==> src/rtl/tfel_pkg.sv <==
`timescale 1ns / 1ps
// ----------------------------------------------------------------------------
// tfel_pkg
// Shared types, codes and sizes of the timestamped fault event log.
// ----------------------------------------------------------------------------
package tfel_pkg;

  // Sizes
  localparam int NUM_EVENTS  = 32;
  localparam int EV_IW       = (NUM_EVENTS > 1) ? $clog2(NUM_EVENTS) : 1;
  localparam int LOG_SLOTS   = 60;
  localparam int SLOT_W      = 6;
  localparam int STORE_DEPTH = 64;

  typedef logic [SLOT_W-1:0] slot_t;

  // Request codes
  typedef enum logic [1:0] {
    REQ_REPORT = 2'd0,
    REQ_READ   = 2'd1,
    REQ_CLEAR  = 2'd2,
    REQ_NONE   = 2'd3
  } req_type_t;

  // Result actions
  typedef enum logic [2:0] {
    ACT_BAD_CODE   = 3'd0,
    ACT_UNCHANGED  = 3'd1,
    ACT_ALREADY_OP = 3'd2,
    ACT_OPENED     = 3'd3,
    ACT_CLEARED    = 3'd4,
    ACT_UNMATCHED  = 3'd5,
    ACT_READ       = 3'd6,
    ACT_LOG_CLEAR  = 3'd7
  } action_t;

  // Slot states
  typedef enum logic [1:0] {
    ENT_EMPTY   = 2'd0,
    ENT_OPEN    = 2'd1,
    ENT_CLEARED = 2'd2,
    ENT_UNUSED  = 2'd3
  } entry_state_t;

  typedef struct packed {
    logic [5:0] minute;
    logic [4:0] hour;
    logic [4:0] day;
    logic [3:0] month;
  } stamp_t;

  typedef struct packed {
    logic [4:0]   code;
    entry_state_t state;
    stamp_t       start;
    stamp_t       stop;
  } log_entry_t;

  typedef struct packed {
    action_t    action;
    slot_t      slot;
    log_entry_t entry;
  } result_t;

  // Sequencer states
  typedef enum logic {
    ST_IDLE = 1'b0,
    ST_EXEC = 1'b1
  } state_t;

endpackage

==> src/rtl/tfel_if.sv <==
`timescale 1ns / 1ps
// ----------------------------------------------------------------------------
// tfel_if
// Valid/ready channels for request words and result words.
// ----------------------------------------------------------------------------
interface tfel_in_if import tfel_pkg::*; ();
  logic       valid;
  logic       ready;
  logic [1:0] req_type;
  logic [4:0] event_num;
  logic       event_active;
  logic [5:0] now_minute;
  logic [4:0] now_hour;
  logic [4:0] now_day;
  logic [3:0] now_month;
  logic [5:0] read_slot;

  modport source (
    output valid, req_type, event_num, event_active,
           now_minute, now_hour, now_day, now_month, read_slot,
    input  ready
  );
  modport sink (
    input  valid, req_type, event_num, event_active,
           now_minute, now_hour, now_day, now_month, read_slot,
    output ready
  );
endinterface

interface tfel_out_if import tfel_pkg::*; ();
  logic       valid;
  logic       ready;
  logic [2:0] action;
  logic [5:0] slot;
  logic [4:0] entry_code;
  logic [1:0] entry_state;
  logic [5:0] start_minute;
  logic [4:0] start_hour;
  logic [4:0] start_day;
  logic [3:0] start_month;
  logic [5:0] end_minute;
  logic [4:0] end_hour;
  logic [4:0] end_day;
  logic [3:0] end_month;

  modport source (
    output valid, action, slot, entry_code, entry_state,
           start_minute, start_hour, start_day, start_month,
           end_minute, end_hour, end_day, end_month,
    input  ready
  );
  modport sink (
    input  valid, action, slot, entry_code, entry_state,
           start_minute, start_hour, start_day, start_month,
           end_minute, end_hour, end_day, end_month,
    output ready
  );
endinterface

==> src/rtl/tfel_ram.sv <==
`timescale 1ns / 1ps
// ----------------------------------------------------------------------------
// tfel_ram
// Generic single-clock RAM, one write port, one registered read port.
// ----------------------------------------------------------------------------
module tfel_ram #(
  parameter int WIDTH = 8,
  parameter int DEPTH = 64
) (
  input  logic                     clk,
  input  logic                     we,
  input  logic [$clog2(DEPTH)-1:0] waddr,
  input  logic [WIDTH-1:0]         wdata,
  input  logic                     re,
  input  logic [$clog2(DEPTH)-1:0] raddr,
  output logic [WIDTH-1:0]         rdata
);

  logic [WIDTH-1:0] mem [DEPTH];

  // Write port
  always_ff @(posedge clk) begin
    if (we) begin
      mem[waddr] <= wdata;
    end
  end

  // Registered read, hold when not enabled
  always_ff @(posedge clk) begin
    if (re) begin
      rdata <= mem[raddr];
    end
  end

endmodule

==> src/rtl/timestamped_fault_event_log.sv <==
`timescale 1ns / 1ps
// A result word is loaded in the execute step that follows its accepted request
// word, once the result register is free. Request words are taken only in idle:
// the log store slot is read at accept, then checked, written back, result loaded.
// Reset (rst_n low, synchronous) clears the sequencer, newest slot, event
// status and locations, and the per-slot valid bits, so every slot reads zero
// at once; no clearing sweep runs. A clear request clears all but the sequencer.
// ----------------------------------------------------------------------------
// timestamped_fault_event_log
// Records activation and clearing times of fault events in a cyclic log.
// ----------------------------------------------------------------------------
module timestamped_fault_event_log import tfel_pkg::*; (
  input  logic           clk,
  input  logic           rst_n,
  tfel_in_if.sink        in_ch,
  tfel_out_if.source     out_ch
);

  localparam slot_t LAST_SLOT = slot_t'(LOG_SLOTS);
  localparam logic [EV_IW:0] EV_LIMIT = (EV_IW + 1)'(NUM_EVENTS);

  state_t state_r, state_nxt;

  // Request captured at accept
  req_type_t        req_r;
  logic [4:0]       code_r;
  logic             active_r;
  stamp_t           now_r;
  slot_t            addr_r;
  logic             code_ok_r;
  logic             rd_valid_r;

  // Control state
  slot_t                   newest_r, newest_nxt;
  logic [NUM_EVENTS-1:0]   status_r;
  slot_t                   loc_r [NUM_EVENTS];
  logic [STORE_DEPTH-1:0]  valid_r;

  // Output register
  logic    out_valid_r, out_valid_nxt;
  result_t out_res_r, res_nxt;

  // RAM port
  log_entry_t ram_q, ram_wdata;
  log_entry_t rd_entry;
  logic       ram_we, ram_re;
  slot_t      ram_waddr, ram_raddr;

  logic            in_fire, exec_go;
  logic [EV_IW-1:0] in_idx, ev_idx;
  logic            in_code_ok;
  slot_t           base_slot, open_slot;
  logic            set_status, clr_status, do_open, do_clear;

  tfel_ram #(
    .WIDTH ($bits(log_entry_t)),
    .DEPTH (STORE_DEPTH)
  ) u_store (
    .clk   (clk),
    .we    (ram_we),
    .waddr (ram_waddr),
    .wdata (ram_wdata),
    .re    (ram_re),
    .raddr (ram_raddr),
    .rdata (ram_q)
  );

  // Next state
  always_comb begin
    state_nxt = state_r;
    case (state_r)
      ST_IDLE: begin
        if (in_fire) state_nxt = ST_EXEC;
      end
      ST_EXEC: begin
        if (exec_go) state_nxt = ST_IDLE;
      end
      default: state_nxt = ST_IDLE;
    endcase
  end

  // Sequencer outputs
  always_comb begin
    in_ch.ready = 1'b0;
    exec_go     = 1'b0;
    case (state_r)
      ST_IDLE: in_ch.ready = 1'b1;
      ST_EXEC: exec_go = !out_valid_r || out_ch.ready;
      default: ;
    endcase
  end

  assign in_fire = in_ch.valid && in_ch.ready;
  assign ram_re  = in_fire;

  // Select the slot to read for the incoming word
  assign in_idx     = in_ch.event_num[EV_IW-1:0];
  assign in_code_ok = {1'b0, in_ch.event_num[EV_IW-1:0]} < EV_LIMIT
                      && ((EV_IW == 5) || (in_ch.event_num >> EV_IW) == '0);
  always_comb begin
    if (req_type_t'(in_ch.req_type) == REQ_READ) begin
      ram_raddr = in_ch.read_slot;
    end else if (in_code_ok) begin
      ram_raddr = loc_r[in_idx];
    end else begin
      ram_raddr = '0;
    end
  end

  // Capture the request
  always_ff @(posedge clk) begin
    if (in_fire) begin
      req_r       <= req_type_t'(in_ch.req_type);
      code_r      <= in_ch.event_num;
      active_r    <= in_ch.event_active;
      now_r       <= '{minute: in_ch.now_minute, hour: in_ch.now_hour,
                       day: in_ch.now_day, month: in_ch.now_month};
      addr_r      <= ram_raddr;
      code_ok_r   <= in_code_ok;
      rd_valid_r  <= valid_r[ram_raddr];
    end
  end

  // Slot never written reads as zero
  assign rd_entry = rd_valid_r ? ram_q : '0;
  assign ev_idx   = code_r[EV_IW-1:0];

  // Next slot for an activation
  assign base_slot = (newest_r >= LAST_SLOT) ? '0 : newest_r;
  assign open_slot = base_slot + slot_t'(1);

  // Check, modify and write back
  always_comb begin
    res_nxt    = '{action: ACT_BAD_CODE, slot: '0, entry: '0};
    ram_we     = 1'b0;
    ram_waddr  = addr_r;
    ram_wdata  = rd_entry;
    set_status = 1'b0;
    clr_status = 1'b0;
    do_open    = 1'b0;
    do_clear   = 1'b0;
    case (req_r)
      REQ_READ: begin
        res_nxt = '{action: ACT_READ, slot: newest_r, entry: rd_entry};
      end
      REQ_CLEAR: begin
        res_nxt  = '{action: ACT_LOG_CLEAR, slot: '0, entry: '0};
        do_clear = 1'b1;
      end
      REQ_REPORT: begin
        if (!code_ok_r) begin
          res_nxt = '{action: ACT_BAD_CODE, slot: '0, entry: '0};
        end else if (active_r == status_r[ev_idx]) begin
          res_nxt = '{action: ACT_UNCHANGED, slot: addr_r, entry: rd_entry};
        end else if (active_r) begin
          if (rd_entry.state == ENT_OPEN) begin
            res_nxt = '{action: ACT_ALREADY_OP, slot: addr_r, entry: rd_entry};
          end else begin
            ram_we     = 1'b1;
            ram_waddr  = open_slot;
            ram_wdata  = '{code: code_r, state: ENT_OPEN, start: now_r, stop: '0};
            set_status = 1'b1;
            do_open    = 1'b1;
            res_nxt    = '{action: ACT_OPENED, slot: open_slot, entry: ram_wdata};
          end
        end else begin
          clr_status = 1'b1;
          if (rd_entry.code == code_r) begin
            ram_we          = 1'b1;
            ram_wdata.stop  = now_r;
            ram_wdata.state = ENT_CLEARED;
            res_nxt = '{action: ACT_CLEARED, slot: addr_r, entry: ram_wdata};
          end else begin
            res_nxt = '{action: ACT_UNMATCHED, slot: addr_r, entry: rd_entry};
          end
        end
      end
      default: begin
        res_nxt = '{action: ACT_BAD_CODE, slot: '0, entry: '0};
      end
    endcase
    if (!exec_go) begin
      ram_we = 1'b0;
    end
  end

  assign newest_nxt    = (exec_go && do_open) ? open_slot : newest_r;
  assign out_valid_nxt = exec_go ? 1'b1 : (out_ch.ready ? 1'b0 : out_valid_r);

  // Control registers
  always_ff @(posedge clk) begin
    if (!rst_n || (exec_go && do_clear)) begin
      newest_r <= '0;
      status_r <= '0;
      valid_r  <= '0;
      for (int i = 0; i < NUM_EVENTS; i++) begin
        loc_r[i] <= '0;
      end
    end else begin
      newest_r <= newest_nxt;
      if (exec_go && set_status) begin
        status_r[ev_idx] <= 1'b1;
        loc_r[ev_idx]    <= open_slot;
      end
      if (exec_go && clr_status) begin
        status_r[ev_idx] <= 1'b0;
      end
      if (ram_we) begin
        valid_r[ram_waddr] <= 1'b1;
      end
    end
  end

  // Sequencer and output valid
  always_ff @(posedge clk) begin
    if (!rst_n) begin
      state_r     <= ST_IDLE;
      out_valid_r <= 1'b0;
    end else begin
      state_r     <= state_nxt;
      out_valid_r <= out_valid_nxt;
    end
  end

  // Load the result word
  always_ff @(posedge clk) begin
    if (exec_go) begin
      out_res_r <= res_nxt;
    end
  end

  // Drive the result channel
  assign out_ch.valid        = out_valid_r;
  assign out_ch.action       = out_res_r.action;
  assign out_ch.slot         = out_res_r.slot;
  assign out_ch.entry_code   = out_res_r.entry.code;
  assign out_ch.entry_state  = out_res_r.entry.state;
  assign out_ch.start_minute = out_res_r.entry.start.minute;
  assign out_ch.start_hour   = out_res_r.entry.start.hour;
  assign out_ch.start_day    = out_res_r.entry.start.day;
  assign out_ch.start_month  = out_res_r.entry.start.month;
  assign out_ch.end_minute   = out_res_r.entry.stop.minute;
  assign out_ch.end_hour     = out_res_r.entry.stop.hour;
  assign out_ch.end_day      = out_res_r.entry.stop.day;
  assign out_ch.end_month    = out_res_r.entry.stop.month;

  // Write-back only happens in the execute step
  a_we_exec: assert property (@(posedge clk) disable iff (!rst_n)
    ram_we |-> (state_r == ST_EXEC))
    else $error("log store written outside execute step");

  // An accepted word is executed next
  a_accept_exec: assert property (@(posedge clk) disable iff (!rst_n)
    in_fire |=> (state_r == ST_EXEC))
    else $error("accepted word did not reach execute step");

  // A result appears only out of the execute step
  a_result_src: assert property (@(posedge clk) disable iff (!rst_n)
    $rose(out_valid_r) |-> $past(exec_go))
    else $error("result word without execute step");

  // An opened slot stays within 1..LOG_SLOTS
  a_open_range: assert property (@(posedge clk) disable iff (!rst_n)
    (exec_go && do_open) |=> (newest_r != '0) && (newest_r <= LAST_SLOT))
    else $error("newest slot out of range after activation");

endmodule

==> src/flat_wrapper.sv <==
// flat-port wrapper written by rule: the top's interface ports become plain ports
module timestamped_fault_event_log_flat import tfel_pkg::*;
  (clk, rst_n, in_ch_valid, in_ch_req_type, in_ch_event_num, in_ch_event_active, in_ch_now_minute, in_ch_now_hour, in_ch_now_day, in_ch_now_month, in_ch_read_slot, in_ch_ready, out_ch_valid, out_ch_action, out_ch_slot, out_ch_entry_code, out_ch_entry_state, out_ch_start_minute, out_ch_start_hour, out_ch_start_day, out_ch_start_month, out_ch_end_minute, out_ch_end_hour, out_ch_end_day, out_ch_end_month, out_ch_ready);
  tfel_in_if in_ch_i ();
  tfel_out_if out_ch_i ();
  input  logic clk;
  input  logic rst_n;
  input wire logic [$bits(in_ch_i.valid)-1:0] in_ch_valid;
  input wire logic [$bits(in_ch_i.req_type)-1:0] in_ch_req_type;
  input wire logic [$bits(in_ch_i.event_num)-1:0] in_ch_event_num;
  input wire logic [$bits(in_ch_i.event_active)-1:0] in_ch_event_active;
  input wire logic [$bits(in_ch_i.now_minute)-1:0] in_ch_now_minute;
  input wire logic [$bits(in_ch_i.now_hour)-1:0] in_ch_now_hour;
  input wire logic [$bits(in_ch_i.now_day)-1:0] in_ch_now_day;
  input wire logic [$bits(in_ch_i.now_month)-1:0] in_ch_now_month;
  input wire logic [$bits(in_ch_i.read_slot)-1:0] in_ch_read_slot;
  output wire logic [$bits(in_ch_i.ready)-1:0] in_ch_ready;
  output wire logic [$bits(out_ch_i.valid)-1:0] out_ch_valid;
  output wire logic [$bits(out_ch_i.action)-1:0] out_ch_action;
  output wire logic [$bits(out_ch_i.slot)-1:0] out_ch_slot;
  output wire logic [$bits(out_ch_i.entry_code)-1:0] out_ch_entry_code;
  output wire logic [$bits(out_ch_i.entry_state)-1:0] out_ch_entry_state;
  output wire logic [$bits(out_ch_i.start_minute)-1:0] out_ch_start_minute;
  output wire logic [$bits(out_ch_i.start_hour)-1:0] out_ch_start_hour;
  output wire logic [$bits(out_ch_i.start_day)-1:0] out_ch_start_day;
  output wire logic [$bits(out_ch_i.start_month)-1:0] out_ch_start_month;
  output wire logic [$bits(out_ch_i.end_minute)-1:0] out_ch_end_minute;
  output wire logic [$bits(out_ch_i.end_hour)-1:0] out_ch_end_hour;
  output wire logic [$bits(out_ch_i.end_day)-1:0] out_ch_end_day;
  output wire logic [$bits(out_ch_i.end_month)-1:0] out_ch_end_month;
  input wire logic [$bits(out_ch_i.ready)-1:0] out_ch_ready;
  assign in_ch_i.valid = in_ch_valid;
  assign in_ch_i.req_type = in_ch_req_type;
  assign in_ch_i.event_num = in_ch_event_num;
  assign in_ch_i.event_active = in_ch_event_active;
  assign in_ch_i.now_minute = in_ch_now_minute;
  assign in_ch_i.now_hour = in_ch_now_hour;
  assign in_ch_i.now_day = in_ch_now_day;
  assign in_ch_i.now_month = in_ch_now_month;
  assign in_ch_i.read_slot = in_ch_read_slot;
  assign in_ch_ready = in_ch_i.ready;
  assign out_ch_valid = out_ch_i.valid;
  assign out_ch_action = out_ch_i.action;
  assign out_ch_slot = out_ch_i.slot;
  assign out_ch_entry_code = out_ch_i.entry_code;
  assign out_ch_entry_state = out_ch_i.entry_state;
  assign out_ch_start_minute = out_ch_i.start_minute;
  assign out_ch_start_hour = out_ch_i.start_hour;
  assign out_ch_start_day = out_ch_i.start_day;
  assign out_ch_start_month = out_ch_i.start_month;
  assign out_ch_end_minute = out_ch_i.end_minute;
  assign out_ch_end_hour = out_ch_i.end_hour;
  assign out_ch_end_day = out_ch_i.end_day;
  assign out_ch_end_month = out_ch_i.end_month;
  assign out_ch_i.ready = out_ch_ready;
  timestamped_fault_event_log u_core (.clk(clk), .rst_n(rst_n), .in_ch(in_ch_i), .out_ch(out_ch_i));
endmodule
==> config.mk <==
export PLATFORM = sky130hd
export DESIGN_NAME = timestamped_fault_event_log_flat
export DESIGN_NICKNAME = d
export VERILOG_FILES = /design/src/rtl/tfel_pkg.sv /design/src/rtl/tfel_if.sv /design/src/rtl/tfel_ram.sv /design/src/rtl/timestamped_fault_event_log.sv /design/src/flat_wrapper.sv
export SDC_FILE = /design/constraint.sdc
export NUM_CORES = 2
export LEC_CHECK = 0
export BUFFER_PORTS_ARGS = -buffer_cell sky130_fd_sc_hd__buf_2
export CAP_MARGIN = 10
export CORE_ASPECT_RATIO = 1.2
export CORE_MARGIN = 4
export CORE_UTILIZATION = 47
export DETAILED_ROUTE_END_ITERATION = 8
export MAX_ROUTING_LAYER = met4
export SKIP_CTS_REPAIR_TIMING = 1
export SLEW_MARGIN = 20
export SYNTH_ARGS = -nofsm -noshare
export SYNTH_HDL_FRONTEND = slang
export SYNTH_SLANG_ARGS = --single-unit
==> constraint.sdc <==
create_clock -name clk -period 12.5 [get_ports clk]
set_clock_uncertainty 0.2 [all_clocks]
set_input_delay 1.875 -clock clk [delete_from_list [all_inputs] [get_ports clk]]
set_output_delay 1.875 -clock clk [all_outputs]
set_load 0.03 [all_outputs]
# Word-level counts from Yosys, hierarchy flattened
# Memories as Yosys holds them, arrays and structs flattened. A register that Yosys moved wholly into a read port is not among the register bits.
# Cells that the tools add are included.
[totals] reg_bits=195 ram_bits=3200 out_inout_bits=58 input_bits=38 word_cells=121 n_memories=2
[classes] muxes=62 n_lt_le_gt_ge=6 n_eq_ne=6 n_bitwise=5 n_addsub=1 reduce_logical=13
[memory_table] name="u_core.u_store.mem" words=64 word_bits=47 rd=1 rd_clocked_by_memory_dff=1 wr=1 line="tfel_ram.sv:19" source="logic [WIDTH-1:0] mem [DEPTH];"
[memory_table] name="u_core.loc_r" words=32 word_bits=6 rd=1 rd_clocked_by_memory_dff=0 wr=32 line="timestamped_fault_event_log.sv:36" source="slot_t loc_r [NUM_EVENTS];"
[op_table] op="47-bit two-way mux" n=4
[op_table] op="56-bit one-hot mux with 3 select lines" n=1
[op_table] op="56-bit two-way mux" n=2
[op_table] op="54-bit two-way mux" n=2
[op_table] op="32-bit two-way mux" n=3
[op_table] op="64-bit OR" n=1
[op_table] op="20-bit two-way mux" n=3
[op_table] op="6-bit two-way mux" n=7
[op_table] op="32-bit AND" n=1
[op_table] op="32-bit inverter" n=1
[op_table] op="32-bit OR" n=1
[op_table] op="1-bit two-way mux" n=31
[op_table] op="6-bit by 7-bit < comparator with 1-bit output (second input constant)" n=2
[op_table] op="5-bit two-way mux" n=2
[op_table] op="6-bit by 1-bit adder with 6-bit output (second input constant)" n=1
[op_table] op="1-bit binary-select mux with 6-bit select" n=1
[op_table] op="1-bit demux with 6-bit select" n=1
[op_table] op="2-bit by 1-bit equality test with 1-bit output (second input constant)" n=3
[op_table] op="6-bit by 1-bit >= comparator with 1-bit output (second input constant)" n=1
[op_table] op="6-bit >= comparator (second input constant)" n=1
[op_table] op="1-bit logical AND" n=6
[op_table] op="5-bit by 6-bit < comparator with 1-bit output (second input constant)" n=1
[op_table] op="6-bit OR reduction" n=1
[op_table] op="1-bit binary-select mux with 5-bit select" n=1
[op_table] op="12 further kinds" n=15

# Depth between registers and ports, before layout
[logic_depth] ltp_word=12 ltp_mapped=18 mapped_depth_nobuf=14

# Modules after synthesis
# From an unflattened synthesis, not the netlist that was laid out.
[hier_totals] cells_unflattened=6657 hier_area_um2=133867.1
[by_module_without_submodules] mod="tfel_ram" cells_each=5033 seq_area_each_um2=91738.0 area_each_um2=115965.0 instances=1
[by_module_without_submodules] mod="timestamped_fault_event_log" cells_each=1624 seq_area_each_um2=10580.1 area_each_um2=17902.2 instances=1

# Worst setup path before layout
# No wires, ideal clock.
[synth_timing] path_kind="register to register" start="register u_core.code_r[0]" end="memory u_core.u_store.mem[0][21] in the netlist's numbering, data pin" n_path_buf=5 t_required_ns=11.598 period_less_slack_ns=6.907 arrival_time_ns=6.005 setup_time_ns=0.702 stages_incl_launch_ff=16 slack_ns=5.593 cell_sequence="edfxtp_1 > buf_1 > clkbuf_1 > mux4_2 > inv_1 > o22ai_1 > nor4_1 > inv_1 > ha_1 > nand2b_1 > or2_2 > clkbuf_1 > nor2_1 > clkbuf_1 > clkbuf_1 > o21ai_0"
[synth_rtl] element="start, declared" line="timestamped_fault_event_log.sv:26" source="logic [4:0] code_r;"
[synth_rtl] element="start signal, assigned" line="timestamped_fault_event_log.sv:114" source="code_r <= in_ch.event_num;"
[synth_rtl] element="end, declared" line="tfel_ram.sv:19"

# Worst setup path after layout
[layout_timing] start="input in_ch_event_num[0]" end="register u_core.u_store.rdata[13], read port of u_core.u_store.mem, data pin"
[layout_via] elab_chain_cells=2
[layout_lines] element="start, declared" line="flat_wrapper.sv:10" source="input wire logic [$bits(in_ch_i.event_num)-1:0] in_ch_event_num;"
[layout_lines] element="memory read 32 x 6 bit"
[layout_lines] element="6-bit two-way mux" line="timestamped_fault_event_log.sv:101" source="if (req_type_t'(in_ch.req_type) == REQ_READ) begin"
[layout_lines] element="end, declared" line="tfel_ram.sv:16" source="output logic [WIDTH-1:0] rdata"
# No other way between the ends.
# A chain may end at the register's enable or synchronous reset.

==> summary.txt <==
Route
  • DRT Wirelength: 413000 um
  • # DRC: 0
  • DR WL/cell: 30.6 um
  • Vias per cell: 6.37
  • DRT Pass-1 Iters: 6
  • DR vias: 85.9k
  • DRT iter0 DRCs: 11.9k
  • Post-route antenna net violation count: 0

Power
  • Internal power: 19.8 mW
  • Lkg Pwr: 49.8 nW
  • Combinational power share: 13.1%
  • Switching Share: 26.2%
  • Peak VDD IR: 132 uV
  • Clk network pwr share: 36.3%
  • P_sw: 7.03 mW
  • Reg power frac: 50.5%
  • Power per cell area: 179 nW/um2

Floorplan
  • DIE HEIGHT: 593 um
  • Die width: 496 um
  • Row count: 214
  • Top-level I/O count: 96
  • Initial core utilization: 47.3%
  • Core ar.: 284000 um2
  • Die ar.: 294000 um2

Logic synthesis
  • Post-Syn Nets: 9579
  • Synthesized instance count: 9538
  • Syn Area/Cell: 14.1 um2
  • Main synth FF type: edfxtp_1
  • EDFF count, synth: 3338
  • Seq cells post-synth: 3442
  • Yosys cell types: 60
  • Yosys warns: 0
  • Asr flop ratio synth: 0%
  • Cell Area, Synth: 134000 um2
  • Sequential element share of the synthesized area: 76.2%

Global route
  • Number of global-route vias before repair: 81.9k
  • Initial antenna violation count: 12
  • First-pass GRT wire length: 586000 um
  • Largest net degree at the start of global routing: 238
  • GRT overflow: 0
  • Global-route total usage across every layer: 28.0%

Timing
  • # setup viols final: 0
  • RSZ-0062 raised after global routing: false
  • Post-layout min period: 8.15 ns
  • Slew margin rel.: 17.9%
  • Max Fclk: 0.123 GHz
  • Final hold violation count: 0
  • Setup TNS: 0 ns
  • Tightest Pin Transition: 1.23 ns
  • Max Slew Vio Count: 0
  • Tcrit/Tclk final: 65.2%

Clock tree
  • Skew-Pair Late Insertion Delay: 0.89 ns
  • Num CTS Buffers: 328
  • CTS root buffer: clkbuf_16
  • # H-tree levels: 5
  • Clock Path Buffers: 4
  • TritonCTS clock tree: built
  • Clk pin slew, worst setup/hold paths: 0.06 ns
  • Clk sinks: 3442

Min path
  • Hold Path Class: reg2reg

Final layout
  • Share of cells above drive strength 1: 10.2%
  • Area growth, synth to finish: 11.5%
  • Non-filler cells, final: 13.5k
  • Nets: 9484
  • Most common cell after layout, fill and taps aside: edfxtp_1
  • Commonest cells after routing, fill and taps aside: 3338 x edfxtp_1, 1639 x nand2_1, 1560 x a21oi_1
  • Layout Utilization: 52.7%

Run status
  • Status: finished, final reports clean

Setup path
  • Reg2Reg Setup Slack: 4.75 ns
  • Critical path class: in2reg
  • Crit. End Element: register
  • CP startpoint kind: input port
  • Crit path DAT: 8.63 ns
  • Largest fanout on the critical path: 237
  • Critical Path RT: 12.98 ns

Placed design
  • RePlAce Congestion: 0.841
  • Port Buffer Count: 95
  • Placed cell count: 12.9k
  • HPWL reported at the end of detailed placement: 219000 um

Job
  • Max Cap Violations: 0
## final cells by class
cell class | count | area, um2
timing repair buffer | 302 | 2410
clock inverter | 166 | 1430
multi-input combinational | 5347 | 29700
fill | 23100 | 134000
sequential | 3442 | 102000
clock buffer | 419 | 8890
antenna | 7 | 17.5
tap | 3780 | 4730
inverter | 22 | 100
## state kept, by name (all words and copies together) (netlist names), 2 cells and up
name,flops
u_core.out_ch.end_month,4
u_core.out_ch.start_hour,5
u_core.now_r,20
u_core.out_ch.action,3
u_core.status_r,32
u_core.out_ch.start_month,4
u_core.out_ch.end_hour,5
u_core.code_r,5
u_core.newest_r,6
u_core.valid_r,64
u_core.u_store.rdata,47
u_core.loc_r,192
u_core.u_store.mem,3008
u_core.out_ch.slot,6
u_core.req_r,2
u_core.out_ch.start_minute,6
u_core.out_ch.start_day,5
u_core.out_ch.end_minute,6
u_core.out_ch.end_day,5
u_core.out_ch.entry_state,2
u_core.out_ch.entry_code,5
u_core.addr_r,6
## stage by stage
stage	setup slack [ns]	power (mW)	hold WS, ns	cell area (um2)
CTS	4.61	26.8	0.267	150000
floorplan	5.59	15.9	0.241	134000
global route	4.15	27.6	0.277	150000
finish	4.35	26.8	0.264	150000
global placement	3.77	17.1	0.247	139000
detailed placement	3.70	17.2	0.253	139000
## cell usage after synthesis (all sizes together) (7+ instances only)
master,instances,area [um2]
clkbuf,417,1570
nand3b,10,75.1
o22ai,401,2510
a32oi,22,193
or2,7,43.8
o221a,27,304
or4,98,736
inv,19,71.3
nor3,9,45.0
o31ai,14,119
a211oi,10,75.1
o21ai,57,285
dfxtp,104,2080
a21oi,1563,7820
nor2,408,1530
buf,310,1500
a32o,23,230
or3,9,56.3
mux4,59,1330
nand3,39,195
nor2b,8,50.1
a31oi,7,43.8
nand2,1665,6250
a22oi,769,5770
nand2b,16,100
and2,7,43.8
o21a,65,488
edfxtp,3338,100000
## metal layers
layer	share of wire, %	GRT usage (%)	vias up
met4	3.7	9.45	0
met3	9.0	3.80	791
met2	49	44.9	4670
li1	-	-	36300
met5	0	-	-
met1	38	36.9	44100
## worst paths after layout
path	startpoint	to	depth (start not counted)
worst max-delay path	in_ch_event_num[0]	u_core.u_store.rdata[13]$_DFFE_PP_	14
worst min-delay path	u_core.valid_r[54]$_SDFFE_PP0P_	u_core.valid_r[54]$_SDFFE_PP0P_	1
worst max register to register	u_core.code_r[0]$_DFFE_PP_	u_core.u_store.mem[2][27]$_DFFE_PP_	14
worst min register to register	u_core.valid_r[54]$_SDFFE_PP0P_	u_core.valid_r[54]$_SDFFE_PP0P_	1
## power groups by stage
| stage | logic (mW) | registers, mW | clock network, mW |
|---|---|---|---|
| 6_report | 3.53 | 13.5 | 9.75 |
| 5_1_grt | 3.77 | 13.5 | 10.3 |
| 4_1_cts | 3.45 | 13.5 | 9.84 |
| 3_5_place_dp | 3.44 | 13.8 | 0 |
| 3_3_place_gp | 3.35 | 13.8 | 0 |
| 2_1_floorplan | 2.15 | 13.8 | 0 |
## worst max-delay path, cell delays in order
cell	delay, ns
buf_4	0.38
buf_4	0.62
mux4_2	0.60
mux4_2	0.46
and2_1	0.20
o31ai_4	0.21
buf_12	0.63
buf_4	0.83
buf_12	0.71
nand2_1	0.15
a22oi_1	0.28
o22ai_1	0.11
or4_1	0.71
nor2_1	0.28
## logic make-up after synthesis
family / Yosys count / share of synthesized area, %
AND/OR/NAND/NOR: 2294 / 6.90
XOR/XNOR: 4 / 0.0261
adder cells (fa/ha/maj): 3 / 0.0280
AO/OA/AOI/OAI: 2978 / 13.4
flip-flops: 3442 / 76.2
multiplexers: 68 / 1.06
buffers and inverters: 749 / 2.34
Power figures use the tool's default switching activity.
